`src/hdl/wsd_pkg.sv`:
```
// ----------------------------------------------------------------------------
// wsd_pkg
// Shared codes, widths and the result struct of the frame deframer.
// ----------------------------------------------------------------------------
package wsd_pkg;

   localparam int PHASE_W = 3;

   localparam logic [PHASE_W-1:0] PH_HDR0    = 3'd0;
   localparam logic [PHASE_W-1:0] PH_HDR1    = 3'd1;
   localparam logic [PHASE_W-1:0] PH_EXTLEN  = 3'd2;
   localparam logic [PHASE_W-1:0] PH_KEY     = 3'd3;
   localparam logic [PHASE_W-1:0] PH_PAYLOAD = 3'd4;
   localparam logic [PHASE_W-1:0] PH_CLOSED  = 3'd5;

   localparam logic [3:0] OP_TEXT  = 4'h1;
   localparam logic [3:0] OP_CLOSE = 4'h8;

   localparam logic [6:0] LEN_EXT16 = 7'd126;
   localparam logic [6:0] LEN_EXT64 = 7'd127;

   localparam logic [2:0] EXT16_LEFT = 3'd1;
   localparam logic [2:0] EXT64_LEFT = 3'd7;
   localparam logic [2:0] KEY_LEFT   = 3'd3;

   typedef struct packed {
      logic       emit;
      logic [7:0] payload_byte;
      logic       last_in_frame;
      logic       empty_frame;
      logic       close_seen;
   } res_type;

endpackage

```
`src/hdl/wsd_parser.sv`:
```
// ----------------------------------------------------------------------------
// wsd_parser
// Frame header and payload parser: one byte per step, state held here,
// result of the step produced combinationally.
// ----------------------------------------------------------------------------
module wsd_parser (
   input  logic             clock,
   input  logic             reset,
   input  logic             step,
   input  logic [7:0]       data_byte,
   output wsd_pkg::res_type res
);
   import wsd_pkg::*;

   logic [PHASE_W-1:0] phase_ff, phase_in;
   logic [3:0]         kind_ff, kind_in;
   logic               mask_ff, mask_in;
   logic [2:0]         left_ff, left_in;
   logic [63:0]        rem_ff, rem_in;
   logic [31:0]        key_ff, key_in;
   logic [1:0]         pos_ff, pos_in;

   logic        len_done;
   logic [63:0] len_value;
   logic        len_mask;
   logic        hdr_done;
   logic [63:0] hdr_rem;
   logic [63:0] rem_shift;
   logic [7:0]  key_byte;
   logic [6:0]  len7;

   always_comb begin
      phase_in  = phase_ff;
      kind_in   = kind_ff;
      mask_in   = mask_ff;
      left_in   = left_ff;
      rem_in    = rem_ff;
      key_in    = key_ff;
      pos_in    = pos_ff;
      res       = '0;
      len_done  = 1'b0;
      len_value = rem_ff;
      len_mask  = mask_ff;
      hdr_done  = 1'b0;
      hdr_rem   = rem_ff;
      len7      = data_byte[6:0];
      rem_shift = {rem_ff[55:0], data_byte};
      case (pos_ff)
         2'd0:    key_byte = key_ff[31:24];
         2'd1:    key_byte = key_ff[23:16];
         2'd2:    key_byte = key_ff[15:8];
         default: key_byte = key_ff[7:0];
      endcase

      case (phase_ff)
         PH_HDR0: begin
            kind_in  = data_byte[3:0];
            phase_in = PH_HDR1;
         end
         PH_HDR1: begin
            mask_in = data_byte[7];
            key_in  = '0;
            rem_in  = '0;
            if (len7 == LEN_EXT16) begin
               left_in  = EXT16_LEFT;
               phase_in = PH_EXTLEN;
            end else if (len7 == LEN_EXT64) begin
               left_in  = EXT64_LEFT;
               phase_in = PH_EXTLEN;
            end else begin
               rem_in    = {57'd0, len7};
               len_done  = 1'b1;
               len_value = {57'd0, len7};
               len_mask  = data_byte[7];
            end
         end
         PH_EXTLEN: begin
            rem_in = rem_shift;
            if (left_ff == 3'd0) begin
               len_done  = 1'b1;
               len_value = rem_shift;
            end else begin
               left_in = left_ff - 3'd1;
            end
         end
         PH_KEY: begin
            key_in = {key_ff[23:0], data_byte};
            if (left_ff == 3'd0) begin
               hdr_done = 1'b1;
            end else begin
               left_in = left_ff - 3'd1;
            end
         end
         PH_PAYLOAD: begin
            rem_in = rem_ff - 64'd1;
            pos_in = pos_ff + 2'd1;
            if (rem_ff == 64'd1) begin
               phase_in = PH_HDR0;
            end
            if (kind_ff == OP_TEXT) begin
               res.emit          = 1'b1;
               res.payload_byte  = data_byte ^ key_byte;
               res.last_in_frame = (rem_ff == 64'd1);
            end
         end
         default: begin
         end
      endcase

      if (len_done) begin
         if (len_mask) begin
            phase_in = PH_KEY;
            left_in  = KEY_LEFT;
         end else begin
            hdr_done = 1'b1;
            hdr_rem  = len_value;
         end
      end

      if (hdr_done) begin
         pos_in = 2'd0;
         if (kind_ff == OP_CLOSE) begin
            phase_in          = PH_CLOSED;
            res.emit          = 1'b1;
            res.last_in_frame = 1'b1;
            res.close_seen    = 1'b1;
         end else if (hdr_rem == 64'd0) begin
            phase_in = PH_HDR0;
            if (kind_ff == OP_TEXT) begin
               res.emit          = 1'b1;
               res.last_in_frame = 1'b1;
               res.empty_frame   = 1'b1;
            end
         end else begin
            phase_in = PH_PAYLOAD;
         end
      end
   end

   always_ff @(posedge clock) begin
      if (reset) begin
         phase_ff <= PH_HDR0;
         kind_ff  <= '0;
         mask_ff  <= 1'b0;
         left_ff  <= '0;
         rem_ff   <= '0;
         key_ff   <= '0;
         pos_ff   <= '0;
      end else if (step) begin
         phase_ff <= phase_in;
         kind_ff  <= kind_in;
         mask_ff  <= mask_in;
         left_ff  <= left_in;
         rem_ff   <= rem_in;
         key_ff   <= key_in;
         pos_ff   <= pos_in;
      end
   end

   a_close_locks: assert property (@(posedge clock) disable iff (reset)
      step && res.emit && res.close_seen |=> phase_ff == PH_CLOSED)
      else $error("close result without entering closed phase");

   a_closed_stays: assert property (@(posedge clock) disable iff (reset)
      phase_ff == PH_CLOSED |=> phase_ff == PH_CLOSED)
      else $error("left closed phase without reset");

   a_empty_shape: assert property (@(posedge clock) disable iff (reset)
      res.emit && res.empty_frame |-> res.last_in_frame && res.payload_byte == 8'd0)
      else $error("empty-frame result malformed");

   a_payload_nonzero: assert property (@(posedge clock) disable iff (reset)
      phase_ff == PH_PAYLOAD |-> rem_ff != 64'd0)
      else $error("payload phase with zero bytes remaining");

endmodule

```
`src/hdl/wsd_out_reg.sv`:
```
// ----------------------------------------------------------------------------
// wsd_out_reg
// Result register: holds one result item until the consumer takes it.
// ----------------------------------------------------------------------------
module wsd_out_reg (
   input  logic             clock,
   input  logic             reset,
   input  logic             step,
   input  wsd_pkg::res_type res,
   output logic             space,
   output logic             rsp_valid,
   input  logic             rsp_ready,
   output logic [7:0]       rsp_payload_byte,
   output logic             rsp_last_in_frame,
   output logic             rsp_empty_frame,
   output logic             rsp_close_seen
);
   import wsd_pkg::*;

   logic    valid_ff, valid_in;
   res_type data_ff;
   logic    load;

   assign space = !valid_ff || rsp_ready;
   assign load  = step && res.emit;

   always_comb begin
      if (load) begin
         valid_in = 1'b1;
      end else if (rsp_ready) begin
         valid_in = 1'b0;
      end else begin
         valid_in = valid_ff;
      end
   end

   always_ff @(posedge clock) begin
      if (reset) begin
         valid_ff <= 1'b0;
      end else begin
         valid_ff <= valid_in;
      end
   end

   always_ff @(posedge clock) begin
      if (load) begin
         data_ff <= res;
      end
   end

   assign rsp_valid         = valid_ff;
   assign rsp_payload_byte  = data_ff.payload_byte;
   assign rsp_last_in_frame = data_ff.last_in_frame;
   assign rsp_empty_frame   = data_ff.empty_frame;
   assign rsp_close_seen    = data_ff.close_seen;

endmodule

```
`src/hdl/websocket_frame_deframer.sv`:
```
// ----------------------------------------------------------------------------
// websocket_frame_deframer
// Parses a WebSocket receive byte stream and delivers unmasked text bytes and close results.
// ----------------------------------------------------------------------------
// The block takes one stream byte per cycle and sustains that rate: each
// byte is held in the input register, is parsed by the header and payload
// logic, and any result lands in the output register. Input stalls only
// while a result is held in the output register and rsp_ready is low.
// After a close result all further bytes are taken and dropped until
// reset.
module websocket_frame_deframer (
   input  logic       clock,
   input  logic       reset,
   input  logic       req_valid,
   output logic       req_ready,
   input  logic [7:0] req_data_byte,
   output logic       rsp_valid,
   input  logic       rsp_ready,
   output logic [7:0] rsp_payload_byte,
   output logic       rsp_last_in_frame,
   output logic       rsp_empty_frame,
   output logic       rsp_close_seen
);
   import wsd_pkg::*;

   logic       in_valid_ff, in_valid_in;
   logic [7:0] in_byte_ff;
   logic       space;
   logic       step;
   res_type    res;

   assign step      = in_valid_ff && space;
   assign req_ready = !in_valid_ff || step;

   always_comb begin
      if (req_valid && req_ready) begin
         in_valid_in = 1'b1;
      end else if (step) begin
         in_valid_in = 1'b0;
      end else begin
         in_valid_in = in_valid_ff;
      end
   end

   always_ff @(posedge clock) begin
      if (reset) begin
         in_valid_ff <= 1'b0;
      end else begin
         in_valid_ff <= in_valid_in;
      end
   end

   always_ff @(posedge clock) begin
      if (req_valid && req_ready) begin
         in_byte_ff <= req_data_byte;
      end
   end

   wsd_parser u_parser (
      .clock     (clock),
      .reset     (reset),
      .step      (step),
      .data_byte (in_byte_ff),
      .res       (res)
   );

   wsd_out_reg u_out (
      .clock             (clock),
      .reset             (reset),
      .step              (step),
      .res               (res),
      .space             (space),
      .rsp_valid         (rsp_valid),
      .rsp_ready         (rsp_ready),
      .rsp_payload_byte  (rsp_payload_byte),
      .rsp_last_in_frame (rsp_last_in_frame),
      .rsp_empty_frame   (rsp_empty_frame),
      .rsp_close_seen    (rsp_close_seen)
   );

endmodule
```
`config.mk`:
```
export PLATFORM = sky130hd
export DESIGN_NAME = websocket_frame_deframer
export DESIGN_NICKNAME = d
export VERILOG_FILES = /design/src/hdl/wsd_pkg.sv /design/src/hdl/wsd_parser.sv /design/src/hdl/wsd_out_reg.sv /design/src/hdl/websocket_frame_deframer.sv
export SDC_FILE = /design/constraint.sdc
export NUM_CORES = 1
export LEC_CHECK = 0
export ABC_CLOCK_PERIOD_IN_PS = 6470
export BUFFER_PORTS_ARGS = -buffer_cell sky130_fd_sc_hd__buf_2
export CORE_MARGIN = 2
export CORE_UTILIZATION = 30
export DETAILED_ROUTE_END_ITERATION = 8
export PLACE_DENSITY = 0.45
export SLEW_MARGIN = 15
export SYNTH_ARGS = -nofsm -noshare
export SYNTH_HDL_FRONTEND = slang
export SYNTH_SLANG_ARGS = --single-unit
```
`constraint.sdc`:
```
create_clock -name clock -period 6.47 [get_ports clock]
set_input_delay 1.294 -clock clock [delete_from_list [all_inputs] [get_ports clock]]
set_output_delay 1.294 -clock clock [all_outputs]
set_load 0.1 [all_outputs]
```
* Word-level counts from Yosys, hierarchy flattened *
Cells that the tools add are included.

cells by class
  add/subtract/negate cells = 3
  equality and inequality tests = 11
  mux-type cells = 54
  bitwise gates (word level) = 3
  reductions and logical operators = 24

operator list
  kind                                                count
  two-way mux 64 bit                                  6
  one-hot mux 64 bit (3 select lines)                 1
  one-hot mux 64 bit (2 select lines)                 1
  == test 64 x 1 -> 1 bit, second input constant      1
  logical NOT 64 bit                                  1
  one-hot mux 32 bit (2 select lines)                 1
  subtractor 64 x 1 -> 64 bit, second input constant  1
  two-way mux 3 bit                                   14
  one-hot mux 8 bit (3 select lines)                  1
  two-way mux 1 bit                                   20
  two-way mux 10 bit                                  2
  == test 7 bit, second input constant                2
  AND reduction 2 bit                                 6
  one-hot mux 3 bit (3 select lines)                  1
  two-way mux 2 bit                                   4
  nonzero test 2 bit                                  4
  bitwise XOR 8 bit                                   1
  two-way mux 7 bit                                   1
  == test 3 x 2 -> 1 bit, second input constant       2
  logical NOT 3 bit                                   2
  one-hot mux 3 bit (2 select lines)                  1
  == test 4 x 1 -> 1 bit, second input constant       1
  == test 4 bit, second input constant                1
  == test 3 x 1 -> 1 bit, second input constant       1
  14 further kinds                                    19

word-level totals
  flip-flop bits (word level) = 130
  output and inout bits = 13
  logic and storage cells = 109

* Depth between registers and ports, before layout *
  word-level depth = 12
  mapped depth = 11

* Modules after synthesis *
A second synthesis with hierarchy kept.

second synthesis, totals
  cells, all modules = 1003
  area, all modules = 7763.7 µm²

modules (own cells, without submodules)
  module                    times used  cells an instance  area an instance (µm²)  sequential area each (µm²)
  wsd_parser                1           973                7080.5                  2182.1
  wsd_out_reg               1           16                 380.4                   350.3
  websocket_frame_deframer  1           14                 302.8                   260.2

* Worst setup path before layout *
Ideal clock, no wire load.

  kind = register to register
  start = register u_parser.phase_ff[1]
  end = register u_out.data_ff, in the netlist u_out.rsp_close_seen (enable)
  data arrival time = 3.276 ns
  required time = 6.073 ns
  path slack = 2.798 ns
  stages on the path, launching flop included = 9
  path buffers = 1
  cells stage by stage = dfxtp_1 buf_4 or3b_2 a311o_2 and2_4 or4_1 a211oi_2 o211ai_2 a211oi_1

between the ends
  word-level cells in the longest chain between the ends = 9

ends and longest elaborated chain
  what                                                                      RTL line           source
  start: declaration                                                        wsd_parser.sv:15   logic [PHASE_W-1:0] phase_ff, phase_in;
  start signal: assignment                                                  wsd_parser.sv:150  phase_ff <= phase_in;
  == test 3 x 2 -> 1 bit or == test 3 x 1 -> 1 bit (tied branches)          wsd_parser.sv:55   case (phase_ff)
  one-hot mux 64 bit (2 select lines) or two-way mux 1 bit (tied branches)  wsd_parser.sv:55
  two-way mux 64 bit                                                        wsd_parser.sv:111  if (len_mask) begin
  two-way mux 64 bit                                                        wsd_parser.sv:110  if (len_done) begin
  logical NOT 64 bit                                                        wsd_parser.sv:127  end else if (hdr_rem == 64'd0) begin
  two-way mux 1 bit                                                         wsd_parser.sv:127
  two-way mux 1 bit                                                         wsd_parser.sv:122  if (kind_ff == OP_CLOSE) begin
  two-way mux 1 bit *                                                       wsd_parser.sv:120  if (hdr_done) begin
  logical AND 1 bit *                                                       wsd_out_reg.sv:25  assign load = step && res.emit;
  via u_out.load                                                            wsd_out_reg.sv:22  logic load;
  end signal: assignment                                                    wsd_out_reg.sv:47  data_ff <= res;
  end: declaration                                                          wsd_out_reg.sv:21  res_type data_ff;

Mark *: on every way through the listed nets, which the timed path passes. The rest lies on a longest branch.
A chain may end at the register's enable or synchronous reset.

* Worst setup path after layout *
  start = register u_parser.phase_ff[0]
  end = register u_out.data_ff, in the netlist u_out.rsp_payload_byte[5] (enable)

Same word-level chain as after synthesis.

==> metrics.md <==
| Metric | Value |
|---|---|
| Status | finished clean |
| Seq/Total Area, Yosys | 0.352 |
| Clk slew on worst S/H paths | 0.07 ns |
| Worst vdd ir | 0.000130 V |
| Largest net degree at the start of global routing | 75 |
| CP bufs+invs | 1 |
| Syn nets | 1079 |
| Non-Filler Instances | 1363 |
| Via total after detailed routing | 8128 |
| Post-CTS setup buffer count | 0 |
| Worst path slowest cell | nor3b_1 |
| Area grow syn2layout | 10.6% |
| Worst skew pair latency | 0.44 ns |
| Layout fillers | 2809 |
| Root buffer cell | clkbuf_16 |
| Dpl cells | 1331 |
| Startpoint Class | flip-flop |
| Final Power | 2090 uW |
| Avg Inst Size Synth | 7.48 um2 |
| Number of port buffers | 24 |
| Top cells by area, synth | dfxtp_1, edfxtp_1, a21oi_1, nand2_1, nor2_1 |
| Cell Area, Synth | 7930 um2 |
| GRT Util Overall | 0.205 |
| Clock skew | 0.0146 ns |
| FMAX | 267 MHz |
| FF+latch count, synth | 130 |
| CTS Buf Count | 17 |
| Clk buf depth | 2 |
| PostCTS Resize Cnt | 0 |
| Worst Max-Slew Pin Slew | 1.07 ns |
| CP max FO | 15 |
| Setup TNS Final | 0 ns |
| Total Wirelength | 28700 um |
| Min Tclk post-route | 3.74 ns |
| Vias per std cell | 5.96 |
| Worst EP required | 6.61 ns |
| Hold Path Class | flip-flop to flip-flop |
| Pwr/cell area | 238 nW/um2 |
| WS Path Type | flip-flop to flip-flop |
| Post-synth ARST share | 0 |
| Total grt overflow | 0 |
| Max-cap viol count | 0 |
| Starting Density | 0.305 |
| Critical path arrival | 3.88 ns |
| Delay-heaviest family, CP | compound AO/OA/AOI/OAI gates |
| # diodes | 0 |
| Core Rows | 59 |
| Core Area | 26000 um2 |
| Die Span X | 167 um |
| H-tree levels | 4 |
| Global-route wire length before repair | 45400 um |
| Die ar. | 27700 um2 |
| LEAKAGE | 0.00291 uW |
| Critical path cell sequence | nor3b_1, o21ai_0, mux2i_1, a221o_1, a221oi_2, o211ai_2, a211oi_1, buf_4 |
| Initial antenna violation count | 0 |
| Post-synth top area share | 0.280 |
| Sink Count | 130 |
| Chip height | 167 um |
| YS warnings | 0 |
| Top cell type by total area after synthesis | dfxtp_1 |
| Layout cell share with drive strength beyond 1 | 0.101 |
| Drt drc | 0 |
| Top post-synthesis cells by count | nand2_1, nor2_1, dfxtp_1 |
| Hold buffers post-CTS | 0 |
| Vias in the first global route | 7694 |
| Setup-failing EPs final | 0 |
| Post-synth EDFFs | 19 |
| Endpoints failing hold | 0 |
| CP peak stage delay | 0.92 ns |
| Final nets | 1035 |
| Number of distinct library cells after synthesis | 83 |
| RSZ-0062 raised after global routing | no |
| Max-slew headroom | 0.288 |
| Max-slew violation count | 0 |
| Starting DRT DRC Count | 695 |
| Post-DRT Antenna Nets | 0 |
| Fin crit share | 0.578 |
| Syn Inst Count | 1059 |
| Crit. End Element | flip-flop |
| Final GP Congestion | 0.820 |
| Drt wl/cell | 21.1 um |
| Primary flip-flop cell chosen by synthesis mapping | dfxtp_1 |
| Boundary Pins | 25 |
| 1st-pass router iterations | 8 |
| Dpl hpwl | 18500 um |
| CTS tree | built |
==> worst min-delay path, cell delays in order, from the launching register on <==
cell     delay (ns)
dfxtp_1        0.31
nand2_1        0.05
a21oi_1        0.05
==> cell usage in the layout, fill, tap and decap left out, types with 9 or more instances in the layout <==
cell type,count
a22oi_1,23
clkbuf_16,17
a222oi_1,10
a211oi_1,9
edfxtp_1,19
nor4_1,21
nand2_1,126
o31ai_1,11
inv_1,15
nand4_1,9
nor3_1,35
a32o_1,12
nand3_1,65
xnor2_1,12
dfxtp_1,111
nor2_1,127
buf_4,13
buf_2,23
o21ai_0,78
a21oi_1,103
==> logic make-up after synthesis <==
kind of cell | synth area share
AO/OA/AOI/OAI | 0.271
XOR/XNOR | 0.0155
adder cells (fa/ha/maj) | 0.0126
buffers and inverters | 0.0595
flip-flops | 0.352
multiplexers | 0.00395
AND/OR/NAND/NOR | 0.285
==> through the flow <==
step                      hold WS [ns]  utilization  cell area (um2)  setup WS (ns)
after CTS                        0.455        0.337             8760           2.79
after global routing             0.475        0.337             8770           2.47
after detailed placement         0.444        0.315             8180           2.80
after floorplan                  0.431            -             7930           2.80
final                            0.453        0.337             8770           2.73
after global placement           0.440        0.315             8180           2.83
==> flip-flops by register name, indices dropped and copies added, names as in the netlist <==
signal                   count
u_parser.rem_ff             64
u_out.rsp_close_seen         1
u_parser.left_ff             3
in_byte_ff                   8
u_parser.key_ff             32
u_parser.phase_ff            3
in_valid_ff                  1
u_out.rsp_empty_frame        1
u_out.rsp_last_in_frame      1
u_parser.pos_ff              2
u_parser.mask_ff             1
u_out.rsp_valid              1
u_out.rsp_payload_byte       8
u_parser.kind_ff             4
==> per-layer routing <==
metal	GRT usage	vias to the layer above	share of wire
li1	-	3848	-
met1	0.295	3947	0.47
met2	0.316	293	0.46
met3	0.0266	40	0.054
met4	0.0678	0	0.019
met5	0	-	0
==> layout make-up <==
cell class / count / area [um2] / area share
multi-input cells: 814 / 4700 / 0.536
flip-flops and latches: 130 / 2790 / 0.319
clock buffers: 17 / 425 / 0.0485
well taps: 335 / 419 / 0.0478
repair buffers: 36 / 213 / 0.0243
clock inverters: 15 / 155 / 0.0177
inverters: 16 / 60.1 / 0.00685
==> power breakdown <==
group	switching, uW	total, uW	internal, uW	leakage, uW
sequential	31.3	860	828	0.00106
clock	463	980	517	0.000287
combinational	170	248	77.9	0.00156
total	664	2090	1420	0.00291
==> worst paths after layout <==
path                               end            startpoint  cells after the start  slack [ns]
max          u_out.rsp_payload_byte[5]  u_parser.phase_ff[0]                      8        2.73
min                u_parser.key_ff[28]   u_parser.key_ff[28]                      2        0.45
max reg2reg  u_out.rsp_payload_byte[5]  u_parser.phase_ff[0]                      8        2.73
min reg2reg        u_parser.key_ff[28]   u_parser.key_ff[28]                      2        0.45
(Power assumes the default switching activity.)
